--- config.mk ---
export PLATFORM = sky130hd
export DESIGN_NAME = next_lexicographic_permutation_flat
export DESIGN_NICKNAME = d
export VERILOG_FILES = /design/src/rtl/core/npl_pkg.sv /design/src/rtl/core/npl_if.sv /design/src/rtl/core/npl_ram.sv /design/src/rtl/core/npl_out.sv /design/src/rtl/core/npl_seq.sv /design/src/rtl/core/next_lexicographic_permutation.sv /design/src/flat_wrapper.sv
export SDC_FILE = /design/constraint.sdc
export NUM_CORES = 1
export LEC_CHECK = 0
export ABC_CLOCK_PERIOD_IN_PS = 4800
export BUFFER_PORTS_ARGS = -buffer_cell sky130_fd_sc_hd__clkbuf_2
export CELL_PAD_IN_SITES_DETAIL_PLACEMENT = 1
export CELL_PAD_IN_SITES_GLOBAL_PLACEMENT = 2
export CORE_MARGIN = 4
export CORE_UTILIZATION = 47
export CTS_CLUSTER_SIZE = 14
export DETAILED_ROUTE_END_ITERATION = 8
export PLACE_DENSITY = 0.95
export SYNTH_ARGS = -nofsm -noshare
export SYNTH_HDL_FRONTEND = slang
export SYNTH_SLANG_ARGS = --single-unit
--- constraint.sdc ---
create_clock -name i_clk -period 4.8 [get_ports i_clk]
set_clock_uncertainty 0.1 [all_clocks]
set_input_delay 0.48 -clock i_clk [delete_from_list [all_inputs] [get_ports i_clk]]
set_output_delay 0.48 -clock i_clk [all_outputs]
set_load 0.02 [all_outputs]
--- src/rtl/core/npl_pkg.sv ---
// ----------------------------------------------------------------------------
// npl_pkg
// shared types and codes for the next lexicographic permutation engine
// ----------------------------------------------------------------------------
package npl_pkg;

    localparam int DIGIT_W = 4;

    // request operation codes
    localparam logic OP_LOAD    = 1'b0;
    localparam logic OP_ADVANCE = 1'b1;

    // one result pushed from the sequencer into the output register
    typedef struct packed {
        logic               valid;
        logic [DIGIT_W-1:0] digit;
        logic               last;
        logic               exhausted;
    } t_res;

endpackage

--- src/rtl/core/npl_if.sv ---
// ----------------------------------------------------------------------------
// npl_req_if / npl_res_if
// valid/ready channels for requests and results
// ----------------------------------------------------------------------------
interface npl_req_if;
    logic       valid;
    logic       ready;
    logic       op;
    logic [3:0] digit_in;
    logic       first;

    modport source (output valid, output op, output digit_in, output first, input ready);
    modport sink   (input valid, input op, input digit_in, input first, output ready);
endinterface

interface npl_res_if;
    logic       valid;
    logic       ready;
    logic [3:0] digit_out;
    logic       last;
    logic       exhausted;

    modport source (output valid, output digit_out, output last, output exhausted,
                    input ready);
    modport sink   (input valid, input digit_out, input last, input exhausted,
                    output ready);
endinterface

--- src/rtl/core/npl_ram.sv ---
// ----------------------------------------------------------------------------
// npl_ram
// generic simple dual-port ram, one write port, one registered read port
// ----------------------------------------------------------------------------
module npl_ram #(
    parameter int WIDTH = 4,
    parameter int DEPTH = 16,
    localparam int AW   = $clog2(DEPTH)
) (
    input  logic             i_clk,
    input  logic             i_we,
    input  logic [AW-1:0]    i_waddr,
    input  logic [WIDTH-1:0] i_wdata,
    input  logic             i_re,
    input  logic [AW-1:0]    i_raddr,
    output logic [WIDTH-1:0] o_rdata
);

    logic [WIDTH-1:0] r_mem [DEPTH];
    logic [WIDTH-1:0] r_rdata;

    always_ff @(posedge i_clk) begin
        if (i_we) begin
            r_mem[i_waddr] <= i_wdata;
        end
        if (i_re) begin
            r_rdata <= r_mem[i_raddr];
        end
    end

    assign o_rdata = r_rdata;

endmodule

--- src/rtl/core/npl_out.sv ---
// ----------------------------------------------------------------------------
// npl_out
// output register for results, frees itself as the consumer takes a result
// ----------------------------------------------------------------------------
module npl_out (
    input  logic          i_clk,
    input  logic          i_rst_n,
    input  npl_pkg::t_res i_res,
    output logic          o_free,
    npl_res_if.source     o_res
);

    logic                        r_valid;
    logic [npl_pkg::DIGIT_W-1:0] r_digit;
    logic                        r_last;
    logic                        r_exhausted;

    always_ff @(posedge i_clk) begin
        if (!i_rst_n) begin
            r_valid <= 1'b0;
        end else if (i_res.valid) begin
            r_valid <= 1'b1;
        end else if (o_res.ready) begin
            r_valid <= 1'b0;
        end
    end

    always_ff @(posedge i_clk) begin
        if (i_res.valid) begin
            r_digit     <= i_res.digit;
            r_last      <= i_res.last;
            r_exhausted <= i_res.exhausted;
        end
    end

    assign o_free          = !r_valid || o_res.ready;
    assign o_res.valid     = r_valid;
    assign o_res.digit_out = r_digit;
    assign o_res.last      = r_last;
    assign o_res.exhausted = r_exhausted;

`ifndef SYNTH
    // sequencer only pushes into a free register
    a_push_free: assert property (@(posedge i_clk) disable iff (!i_rst_n)
        i_res.valid |-> o_free)
        else $error("result pushed into occupied output register");
`endif

endmodule

--- src/rtl/core/npl_seq.sv ---
// ----------------------------------------------------------------------------
// npl_seq
// sequencer: loads digits and runs pivot scan, successor scan, swap,
// tail reversal and readout over the digit ram
// ----------------------------------------------------------------------------
module npl_seq #(
    parameter int MAX_DIGITS = 16,
    localparam int AW = $clog2(MAX_DIGITS),
    localparam int LW = $clog2(MAX_DIGITS + 1)
) (
    input  logic                        i_clk,
    input  logic                        i_rst_n,
    npl_req_if.sink                     i_req,
    input  logic                        i_out_free,
    output npl_pkg::t_res               o_res,
    output logic                        o_we,
    output logic [AW-1:0]               o_waddr,
    output logic [npl_pkg::DIGIT_W-1:0] o_wdata,
    output logic                        o_re,
    output logic [AW-1:0]               o_raddr,
    input  logic [npl_pkg::DIGIT_W-1:0] i_rdata
);

    localparam int DW = npl_pkg::DIGIT_W;

    localparam logic [3:0] S_IDLE  = 4'd0;
    localparam logic [3:0] S_PV_RD = 4'd1;
    localparam logic [3:0] S_PV_WT = 4'd2;
    localparam logic [3:0] S_SC_RD = 4'd3;
    localparam logic [3:0] S_SC_WT = 4'd4;
    localparam logic [3:0] S_SW_P  = 4'd5;
    localparam logic [3:0] S_SW_S  = 4'd6;
    localparam logic [3:0] S_RV_RL = 4'd7;
    localparam logic [3:0] S_RV_RH = 4'd8;
    localparam logic [3:0] S_RV_WL = 4'd9;
    localparam logic [3:0] S_RV_WH = 4'd10;
    localparam logic [3:0] S_EM_RD = 4'd11;
    localparam logic [3:0] S_EM_WT = 4'd12;
    localparam logic [3:0] S_EXH   = 4'd13;

    logic [3:0]    r_state, n_state;
    logic [LW-1:0] r_len,   n_len;
    logic [AW-1:0] r_idx,   n_idx;
    logic [AW-1:0] r_sidx,  n_sidx;
    logic [AW-1:0] r_lo,    n_lo;
    logic [AW-1:0] r_hi,    n_hi;
    logic [AW-1:0] r_k,     n_k;
    logic [DW-1:0] r_prev,  n_prev;
    logic [DW-1:0] r_pv,    n_pv;
    logic [DW-1:0] r_sv,    n_sv;
    logic [DW-1:0] r_tmp,   n_tmp;
    logic          r_have,  n_have;

    logic [LW-1:0] len_m1;
    logic [AW-1:0] last_idx;
    logic          accept;

    assign len_m1   = r_len - LW'(1);
    assign last_idx = len_m1[AW-1:0];
    assign i_req.ready = (r_state == S_IDLE);
    assign accept   = i_req.valid && i_req.ready;

    always_comb begin
        n_state = r_state;
        n_len   = r_len;
        n_idx   = r_idx;
        n_sidx  = r_sidx;
        n_lo    = r_lo;
        n_hi    = r_hi;
        n_k     = r_k;
        n_prev  = r_prev;
        n_pv    = r_pv;
        n_sv    = r_sv;
        n_tmp   = r_tmp;
        n_have  = r_have;
        o_we    = 1'b0;
        o_waddr = '0;
        o_wdata = '0;
        o_re    = 1'b0;
        o_raddr = '0;
        o_res   = '0;

        unique case (r_state)
            S_IDLE: begin
                if (accept) begin
                    if (i_req.op == npl_pkg::OP_LOAD) begin
                        if (i_req.first) begin
                            o_we    = 1'b1;
                            o_waddr = '0;
                            o_wdata = i_req.digit_in;
                            n_len   = LW'(1);
                        end else if (r_len < LW'(MAX_DIGITS)) begin
                            o_we    = 1'b1;
                            o_waddr = r_len[AW-1:0];
                            o_wdata = i_req.digit_in;
                            n_len   = r_len + LW'(1);
                        end
                    end else if (r_len < LW'(2)) begin
                        n_state = S_EXH;
                    end else begin
                        n_idx   = last_idx;
                        n_have  = 1'b0;
                        n_state = S_PV_RD;
                    end
                end
            end
            S_PV_RD: begin
                o_re    = 1'b1;
                o_raddr = r_idx;
                n_state = S_PV_WT;
            end
            S_PV_WT: begin
                if (!r_have) begin
                    n_prev  = i_rdata;
                    n_have  = 1'b1;
                    n_idx   = r_idx - AW'(1);
                    n_state = S_PV_RD;
                end else if (i_rdata < r_prev) begin
                    // pivot found at r_idx
                    n_pv    = i_rdata;
                    n_sidx  = last_idx;
                    n_state = S_SC_RD;
                end else if (r_idx == '0) begin
                    n_state = S_EXH;
                end else begin
                    n_prev  = i_rdata;
                    n_idx   = r_idx - AW'(1);
                    n_state = S_PV_RD;
                end
            end
            S_SC_RD: begin
                o_re    = 1'b1;
                o_raddr = r_sidx;
                n_state = S_SC_WT;
            end
            S_SC_WT: begin
                if (i_rdata > r_pv) begin
                    n_sv    = i_rdata;
                    n_state = S_SW_P;
                end else begin
                    n_sidx  = r_sidx - AW'(1);
                    n_state = S_SC_RD;
                end
            end
            S_SW_P: begin
                o_we    = 1'b1;
                o_waddr = r_idx;
                o_wdata = r_sv;
                n_state = S_SW_S;
            end
            S_SW_S: begin
                o_we    = 1'b1;
                o_waddr = r_sidx;
                o_wdata = r_pv;
                n_lo    = r_idx + AW'(1);
                n_hi    = last_idx;
                n_k     = '0;
                if ((r_idx + AW'(1)) < last_idx) begin
                    n_state = S_RV_RL;
                end else begin
                    n_state = S_EM_RD;
                end
            end
            S_RV_RL: begin
                o_re    = 1'b1;
                o_raddr = r_lo;
                n_state = S_RV_RH;
            end
            S_RV_RH: begin
                n_tmp   = i_rdata;
                o_re    = 1'b1;
                o_raddr = r_hi;
                n_state = S_RV_WL;
            end
            S_RV_WL: begin
                o_we    = 1'b1;
                o_waddr = r_lo;
                o_wdata = i_rdata;
                n_state = S_RV_WH;
            end
            S_RV_WH: begin
                o_we    = 1'b1;
                o_waddr = r_hi;
                o_wdata = r_tmp;
                n_lo    = r_lo + AW'(1);
                n_hi    = r_hi - AW'(1);
                n_k     = '0;
                if ((r_lo + AW'(1)) < (r_hi - AW'(1))) begin
                    n_state = S_RV_RL;
                end else begin
                    n_state = S_EM_RD;
                end
            end
            S_EM_RD: begin
                o_re    = 1'b1;
                o_raddr = r_k;
                n_state = S_EM_WT;
            end
            S_EM_WT: begin
                if (i_out_free) begin
                    o_res.valid     = 1'b1;
                    o_res.digit     = i_rdata;
                    o_res.last      = (r_k == last_idx);
                    o_res.exhausted = 1'b0;
                    if (r_k == last_idx) begin
                        n_state = S_IDLE;
                    end else begin
                        n_k     = r_k + AW'(1);
                        n_state = S_EM_RD;
                    end
                end
            end
            S_EXH: begin
                if (i_out_free) begin
                    o_res.valid     = 1'b1;
                    o_res.digit     = '0;
                    o_res.last      = 1'b1;
                    o_res.exhausted = 1'b1;
                    n_state         = S_IDLE;
                end
            end
            default: begin
                n_state = S_IDLE;
            end
        endcase
    end

    always_ff @(posedge i_clk) begin
        if (!i_rst_n) begin
            r_state <= S_IDLE;
            r_len   <= '0;
        end else begin
            r_state <= n_state;
            r_len   <= n_len;
        end
    end

    always_ff @(posedge i_clk) begin
        r_idx  <= n_idx;
        r_sidx <= n_sidx;
        r_lo   <= n_lo;
        r_hi   <= n_hi;
        r_k    <= n_k;
        r_prev <= n_prev;
        r_pv   <= n_pv;
        r_sv   <= n_sv;
        r_tmp  <= n_tmp;
        r_have <= n_have;
    end

`ifndef SYNTH
    a_len_cap: assert property (@(posedge i_clk) disable iff (!i_rst_n)
        r_len <= LW'(MAX_DIGITS))
        else $error("digit count above capacity");

    // successor search never walks into the pivot or left of it
    a_scan_in_tail: assert property (@(posedge i_clk) disable iff (!i_rst_n)
        (r_state == S_SC_WT) |-> (r_sidx > r_idx))
        else $error("successor scan left the tail");
`endif

endmodule

--- src/rtl/core/next_lexicographic_permutation.sv ---
// ----------------------------------------------------------------------------
// next_lexicographic_permutation
// digit sequence held in a ram, stepped to its lexicographic successor
// ----------------------------------------------------------------------------
//
//  channel  dir  fields                         role
//  i_req    in   op, digit_in, first            load a digit or request advance
//  o_res    out  digit_out, last, exhausted     digits of the new permutation
//
//  a load request writes its digit straight to the ram
//  an advance runs the pivot scan, successor scan, swap, tail reversal and
//  readout of all n digits, paced by the single registered read port
//  an empty or one-digit sequence answers with one exhausted result; a
//  longer one with no ascent answers with it after a full pivot scan
//  reset clears the digit count and state; the ram contents are not cleared
//  output stalls hold the readout; a new request is taken while the final
//  result still waits in the output register
//
module next_lexicographic_permutation #(
    parameter int MAX_DIGITS = 16
) (
    input  logic      i_clk,
    input  logic      i_rst_n,
    npl_req_if.sink   i_req,
    npl_res_if.source o_res
);

    localparam int AW = $clog2(MAX_DIGITS);
    localparam int DW = npl_pkg::DIGIT_W;

    // digit ram port signals
    logic          ram_we;
    logic [AW-1:0] ram_waddr;
    logic [DW-1:0] ram_wdata;
    logic          ram_re;
    logic [AW-1:0] ram_raddr;
    logic [DW-1:0] ram_rdata;

    // result push from sequencer into output register
    npl_pkg::t_res res_push;
    logic          out_free;

    // sequencer: scans, swaps, reverses and reads out the digits
    npl_seq #(
        .MAX_DIGITS (MAX_DIGITS)
    ) u_seq (
        .i_clk      (i_clk),
        .i_rst_n    (i_rst_n),
        .i_req      (i_req),
        .i_out_free (out_free),
        .o_res      (res_push),
        .o_we       (ram_we),
        .o_waddr    (ram_waddr),
        .o_wdata    (ram_wdata),
        .o_re       (ram_re),
        .o_raddr    (ram_raddr),
        .i_rdata    (ram_rdata)
    );

    // digit storage
    npl_ram #(
        .WIDTH (DW),
        .DEPTH (MAX_DIGITS)
    ) u_ram (
        .i_clk   (i_clk),
        .i_we    (ram_we),
        .i_waddr (ram_waddr),
        .i_wdata (ram_wdata),
        .i_re    (ram_re),
        .i_raddr (ram_raddr),
        .o_rdata (ram_rdata)
    );

    // output register decouples readout from the consumer
    npl_out u_out (
        .i_clk   (i_clk),
        .i_rst_n (i_rst_n),
        .i_res   (res_push),
        .o_free  (out_free),
        .o_res   (o_res)
    );

`ifndef SYNTH
    // read and write never hit the same entry in one cycle
    a_no_rw_overlap: assert property (@(posedge i_clk) disable iff (!i_rst_n)
        !(ram_we && ram_re && (ram_waddr == ram_raddr)))
        else $error("ram read and write collide on one entry");

    // an advance request keeps the block busy for at least the next cycle
    a_adv_busy: assert property (@(posedge i_clk) disable iff (!i_rst_n)
        (i_req.valid && i_req.ready && (i_req.op == npl_pkg::OP_ADVANCE))
        |=> !i_req.ready)
        else $error("request taken right after an advance");

    // an exhausted result is a lone zero digit marked last
    a_exh_form: assert property (@(posedge i_clk) disable iff (!i_rst_n)
        (o_res.valid && o_res.exhausted) |-> (o_res.last && (o_res.digit_out == '0)))
        else $error("malformed exhausted result");
`endif

endmodule
--- src/flat_wrapper.sv ---
// flat-port wrapper written by rule: the top's interface ports become plain ports
module next_lexicographic_permutation_flat 
#(
    parameter int MAX_DIGITS = 16
)
  (i_clk, i_rst_n, i_req_valid, i_req_op, i_req_digit_in, i_req_first, i_req_ready, o_res_valid, o_res_digit_out, o_res_last, o_res_exhausted, o_res_ready);
  npl_req_if i_req_i ();
  npl_res_if o_res_i ();
  input  logic i_clk;
  input  logic i_rst_n;
  input wire logic [$bits(i_req_i.valid)-1:0] i_req_valid;
  input wire logic [$bits(i_req_i.op)-1:0] i_req_op;
  input wire logic [$bits(i_req_i.digit_in)-1:0] i_req_digit_in;
  input wire logic [$bits(i_req_i.first)-1:0] i_req_first;
  output wire logic [$bits(i_req_i.ready)-1:0] i_req_ready;
  output wire logic [$bits(o_res_i.valid)-1:0] o_res_valid;
  output wire logic [$bits(o_res_i.digit_out)-1:0] o_res_digit_out;
  output wire logic [$bits(o_res_i.last)-1:0] o_res_last;
  output wire logic [$bits(o_res_i.exhausted)-1:0] o_res_exhausted;
  input wire logic [$bits(o_res_i.ready)-1:0] o_res_ready;
  assign i_req_i.valid = i_req_valid;
  assign i_req_i.op = i_req_op;
  assign i_req_i.digit_in = i_req_digit_in;
  assign i_req_i.first = i_req_first;
  assign i_req_ready = i_req_i.ready;
  assign o_res_valid = o_res_i.valid;
  assign o_res_digit_out = o_res_i.digit_out;
  assign o_res_last = o_res_i.last;
  assign o_res_exhausted = o_res_i.exhausted;
  assign o_res_i.ready = o_res_ready;
  next_lexicographic_permutation #(.MAX_DIGITS(MAX_DIGITS)) u_core (.i_clk(i_clk), .i_rst_n(i_rst_n), .i_req(i_req_i), .o_res(o_res_i));
endmodule
Yosys cells after proc, flatten, opt, wreduce, memory -nomap -nowiden
Memories as Yosys holds them, arrays and structs flattened. A register that Yosys moved wholly into a read port is not among the register bits.
Index checks and enable logic that the tools add are counted.
{"block": "op_classes", "n_reduce_logical": 23, "magnitude_cmp": 6, "mux": 62, "bitwise": 1, "n_addsub": 8, "eq_ne": 27}
{"operator": "$mux W4", "n": 33}
{"operator": "$pmux W4 S5", "n": 3}
{"operator": "$pmux W4 S14", "n": 1}
{"operator": "$pmux W4 S2", "n": 5}
{"operator": "$eq A4 B4 Y1 const B", "n": 6}
{"operator": "$eq A4 B3 Y1 const B", "n": 4}
{"operator": "$ne A2 B2 Y1 const B", "n": 8}
{"operator": "$reduce_and A4 Y1", "n": 4}
{"operator": "$sub A4 B1 Y4 const B", "n": 4}
{"operator": "$mux W7", "n": 2}
{"operator": "$pmux W7 S2", "n": 1}
{"operator": "$add A4 B1 Y4 const B", "n": 3}
{"operator": "$lt A4 B4 Y1", "n": 3}
{"operator": "$mux W1", "n": 12}
{"operator": "$reduce_bool A2 Y1", "n": 6}
{"operator": "$mux W5", "n": 2}
{"operator": "$reduce_and A3 Y1", "n": 3}
{"operator": "$eq A4 B2 Y1 const B", "n": 2}
{"operator": "$logic_not A4 Y1", "n": 2}
{"operator": "$ne A2 B1 Y1 const B", "n": 3}
{"operator": "$ne A3 B3 Y1 const B", "n": 2}
{"operator": "$reduce_and A6 Y1", "n": 1}
{"operator": "$add A5 B1 Y5 const B", "n": 1}
{"operator": "$lt A5 B2 Y1 const B", "n": 1}
{"operator": "other kinds (14)", "n": 15}
{"block": "word_totals", "mem_bits_rw": 64, "n_memories": 1, "output_inout_bits": 8, "elab_cells": 144, "in_bits": 10, "ff_bits": 53}
{"memory": "u_core.u_ram.r_mem", "words": 16, "word_bits": 4, "rd": 1, "rd_ports_with_merged_regs": 1, "write_ports": 1, "line_no": "npl_ram.sv:19", "text": "logic [WIDTH-1:0] r_mem [DEPTH];"}

Logic depth before layout (Yosys ltp)
{"block": "depth", "word_depth": 8, "depth_mapped": 10, "ltp_nobuf": 9}

Hierarchy
Synthesis repeated with hierarchy kept, for this count alone.
{"block": "hier_totals", "hier_cells": 469, "area_unflattened_um2": 6112.1}
{"module": "npl_seq", "seq_area_each_um2": 1291.2, "cells_each": 329, "instances": 1, "area_each_um2": 3176.8}
{"module": "npl_ram", "seq_area_each_um2": 2042.0, "cells_each": 130, "instances": 1, "area_each_um2": 2706.3}
{"module": "npl_out", "seq_area_each_um2": 200.2, "cells_each": 10, "instances": 1, "area_each_um2": 229.0}

Least setup slack after synthesis
No wires, ideal clock.
{"block": "synth_path", "kind": "register to register", "startpoint": "register u_core.u_seq.r_state[3]", "endpoint": "register u_core.u_ram.r_rdata[2] (netlist: u_core.u_ram.o_rdata[2]) (read register of u_core.u_ram.r_mem) (data pin)", "path_buffers": 1, "setup_ps": 272, "synth_period_minus_slack_ps": 2586, "arrival_time_ps": 2215, "required_time_ps": 4428, "stages_incl_launch_ff": 8, "setup_slack_ps": 2214, "cell_sequence": "dfxtp_1 -> nand2b_1 -> nor2_1 -> a222oi_1 -> clkbuf_1 -> mux2i_1 -> o22ai_1 -> or4_1"}
{"block": "synth_via", "elab_chain_len": 3, "elab_cells_between_ends": 8, "cone_classes": "eq/ne: 5; mux: 2; reduce/logical: 1"}
{"item": "from (decl)", "line_no": "npl_seq.sv:41", "text": "logic [3:0] r_state, n_state;"}
{"item": "from (signal assigned)", "line_no": "npl_seq.sv:233", "text": "r_state <= n_state;"}
{"item": "$eq A4 B4 Y1, or another cell as far along", "line_no": "npl_seq.sv:83", "text": "unique case (r_state)"}
{"item": "$reduce_or A5 Y1 (no line)"}
{"item": "$mux W1", "line_no": "npl_seq.sv:83"}
{"item": "to (decl)", "line_no": "npl_ram.sv:20", "text": "logic [WIDTH-1:0] r_rdata;"}
Parallel ways exist; a longest one is shown, timed or not.
A chain may end at the register's enable or synchronous reset.

Worst setup path in the final report
Same ends and word-level chain as after synthesis.

==> metrics.md <==
| Metric | Value |
|---|---|
| Status | finished, final reports clean |
| Cells on Worst Hold Path | 3 |
| Via count | 4425 |
| Worst EP arrival | 3.69 ns |
| Hold slack | around 0.35 ns |
| EDFF count, synth | 111 |
| CTS Sinks | approximately 120 |
| Non-Filler Instances | between 700 and 800 |
| Setup WS post-layout | 1.16 ns |
| Crit start category | register |
| Pwr Density | 609 nW/um2 |
| Final Power | 4.22 mW |
| Largest net degree at the start of global routing | 24 |
| Net Sw Frac | between 30% and 40% |
| Post-DP HPWL | 11.6 mm |
| Die W | 121 um |
| CTS H-tree lvls | 4 |
| Antenna Cells | 0 |
| Fmax | about 270 MHz |
| Comb pwr share | a little under a third |
| Post-DP Area | 6310 um2 |
| I/O pins | 18 |
| Hold EP | u_core.u_seq.r_len[0]$_SDFFE_PN0P_ |
| Synth Instances | approximately 500 |
| PostCTS Resize Cnt | 0 |
| Worst R2R End | u_core.u_ram.o_rdata[2]$_DFFE_PN_ |
| Internal power | about 2.7 mW |
| Design area | slightly below 7000 um2 |
| Clock power frac | 32.4% |
| Clock transition at path regs | 0.06 ns |
| Endpoints failing setup | 0 |
| Final worst path period need | approximately 3.6 ns |
| Number of I/O port buffers | 17 |
| Max clock buf depth | 2 |
| Period utilization | 75.8% |
| Drt first-iter violations | between 500 and 600 |
| Yosys reg bits | 121 |
| Post-CTS setup buffers | 0 |
| Fillers | ~1300 |
| Skew-Pair Late Insertion Delay | between 0.4 and 0.5 ns |
| Post-DR vias/cell | between 6 and 7 |
| Hold Startpoint | i_rst_n |
| Switching pwr | about 1.5 mW |
| Ys async rst share | 0% |
| Unique masters post-synth | 58 |
| DR pass1 iterations | 6 |
| Cts bufs inserted | 17 |
| Top reg by flops | u_core.u_ram.r_mem |
| # hold bufs at CTS | 0 |
| Initial Util | between 40 and 50% |
| Routed WL | ~17 mm |
| CP required | between 4 and 5 ns |
| Largest registers | u_core.u_ram.r_mem x64, u_core.u_seq.r_len x5 |
| CTS root buf | clkbuf_16 |
| Reg2Reg Depth | 6 |
| GR Util All Layers | 24.8% |
| FF/Latch Area | ~3500 um2 |
| Grt total ovfl | 0 |
| Final RePlAce weighted congestion | between 0.9 and 1 |
| CTS tree | done |
| R2r startpoint | u_core.u_seq.r_state[3]$_SDFFE_PN0P_ |
| Slew @ Worst Pin | approximately 1.1 ns |
| Area of the mapped netlist | slightly above 6000 um2 |
| Post-Route Setup TNS | 0 ns |
| Reported max-cap violation count | 0 |
| RSZ-0062 raised after global routing | false |
| Standard-cell rows | between 40 and 50 |
| R2r setup slk | roughly 1.2 ns |
| Core Area | around 13000 um2 |
| Flop pwr share | between 30 and 40% |
| Critical path peak fanout | 21 |
| Vias in the first global route | around 4600 |
| Lkg Pwr | 2.55 nW |
| Hold Crit Class | input port to register |
| Rel. slew slack | 24.4% |
| Max FFs per register | 64 |
| DIE AREA | between 10000 and 15000 um2 |
| Placed insts | 670 |
| Fin. max-slew vios | 0 |
| Worst vdd ir | between 0.2 and 0.3 mV |
| Type of destination of the critical path | register |
| Multi-input gate area | 2340 um2 |
| ANT nets after route | 0 |
| Kind of critical path | register to register |
| Avg WL per Cell | between 20 and 25 um |
| Chip height | between 100 and 150 um |
| Initial antenna violation count | 0 |
| Share of cells above drive strength 1 | roughly an eighth |
| Sequential fraction of the synthesis area | 58.4% |
| CP startpoint | u_core.u_seq.r_state[3]$_SDFFE_PN0P_ |
| First-pass GRT wire length | 27.1 mm |
| Post-synth top flop | edfxtp_1 |
| Final-stage net count | 549 |
| Area grow syn2layout | 14.6% |
| DRC | 0 |
| Place WS | 1.33 ns |
| Syn Nets | ~530 |
| Fin util | around 55% |
| Synth warn | 0 |
| Final Hold Fails | 0 |
| Avg Synthesized Cell Area | 12.3 um2 |
## power by group through the flow
stage / logic [mW] / registers (mW) / clock network [mW]
after floorplan: 0.912 / 1.48 / 0
after global placement: 1.13 / 1.57 / 0
after detailed placement: 1.21 / 1.58 / 0
after CTS: 1.26 / 1.57 / 1.37
after global routing: 1.37 / 1.58 / 1.42
final: 1.28 / 1.57 / 1.37
## metal layers
layer	track usage [%]	up-vias	share of wire [%]
met5	0	-	0
li1	-	1932	-
met1	31.1	2209	40
met2	41.8	248	50
met4	9.45	0	2.6
met3	5.45	36	7.7
## synthesized netlist by cell type (7+ instances only)
cell type,instances,share of area (%)
nor2_1,47,2.9
dfxtp_1,10,3.3
o21ai_0,17,1.4
mux2i_1,42,6.9
xor2_1,9,1.3
nand3_1,9,0.74
clkbuf_1,11,0.68
a222oi_1,7,1.2
nor2b_1,8,0.83
ha_1,22,4.5
nand2b_1,9,0.93
a21oi_1,20,1.7
xnor2_1,10,1.4
edfxtp_1,111,55
inv_1,21,1.3
o22ai_1,18,1.9
nand2_1,27,1.7
a22oi_1,14,1.7
nor3_1,12,0.99
## cells in the final DEF, fill, tap and decap left out, drive strengths merged, types with 5 or more instances in the layout
master / Yosys / layout
nand2b: 9 / 9
and3: 5 / 5
a21oi: 20 / 20
edfxtp: 111 / 111
buf: 9 / 8
nand3: 9 / 9
mux2: 5 / 5
nor3: 12 / 12
xor2: 9 / 9
clkbuf: 11 / 34
nor2: 47 / 47
nor2b: 8 / 8
a22oi: 14 / 14
nand2: 27 / 27
a222oi: 7 / 7
ha: 22 / 22
mux2i: 42 / 42
clkinv: 0 / 6
xnor2: 10 / 10
inv: 21 / 24
dfxtp: 10 / 10
o22ai: 18 / 18
o21ai: 17 / 17
## layout make-up
| cell class | count | area share, % |
|---|---|---|
| clock buffer | 17 | 6.14 |
| clock inverter | 14 | 2.83 |
| inverter | 21 | 1.14 |
| multi-input combinational | 331 | 33.7 |
| sequential | 121 | 51.0 |
| tap | 172 | 3.10 |
| timing repair buffer | 25 | 2.09 |
## how the worst max path moves through the flow
stage	to	slack (ns)	depth (start not counted)
after global routing	u_core.u_ram.o_rdata[1]$_DFFE_PN_	1.0	6
after CTS	u_core.u_ram.o_rdata[1]$_DFFE_PN_	1.24	6
after floorplan	u_core.u_ram.o_rdata[2]$_DFFE_PN_	2.21	7
final	u_core.u_ram.o_rdata[2]$_DFFE_PN_	1.16	6
after global placement	u_core.u_ram.o_rdata[1]$_DFFE_PN_	1.55	6
after detailed placement	u_core.u_ram.o_rdata[2]$_DFFE_PN_	1.33	6
## worst max-delay path, cell delays in order (launching register included)
cell and delay (ns):
dfxtp_1 0.76, nand2b_1 0.37, nor2_1 0.13, a222oi_1 1.00, or3b_2 0.33, o22ai_1 0.10, or4_1 0.57
## cell families (layout without fill, tap and decap cells)
group | after synthesis | in the layout | synth area share, %
and+or+nand+nor | 138 | 138 | 11.2
DFF | 121 | 121 | 58.4
AOI/OAI and AO/OA | 104 | 104 | 11.7
muxes | 47 | 47 | 8.00
buffers and inverters | 41 | 77 | 2.96
adders and majority gates | 22 | 22 | 4.55
xor gates and xnor gates | 20 | 20 | 3.12
Note: power is estimated with default switching activity, not from simulation.
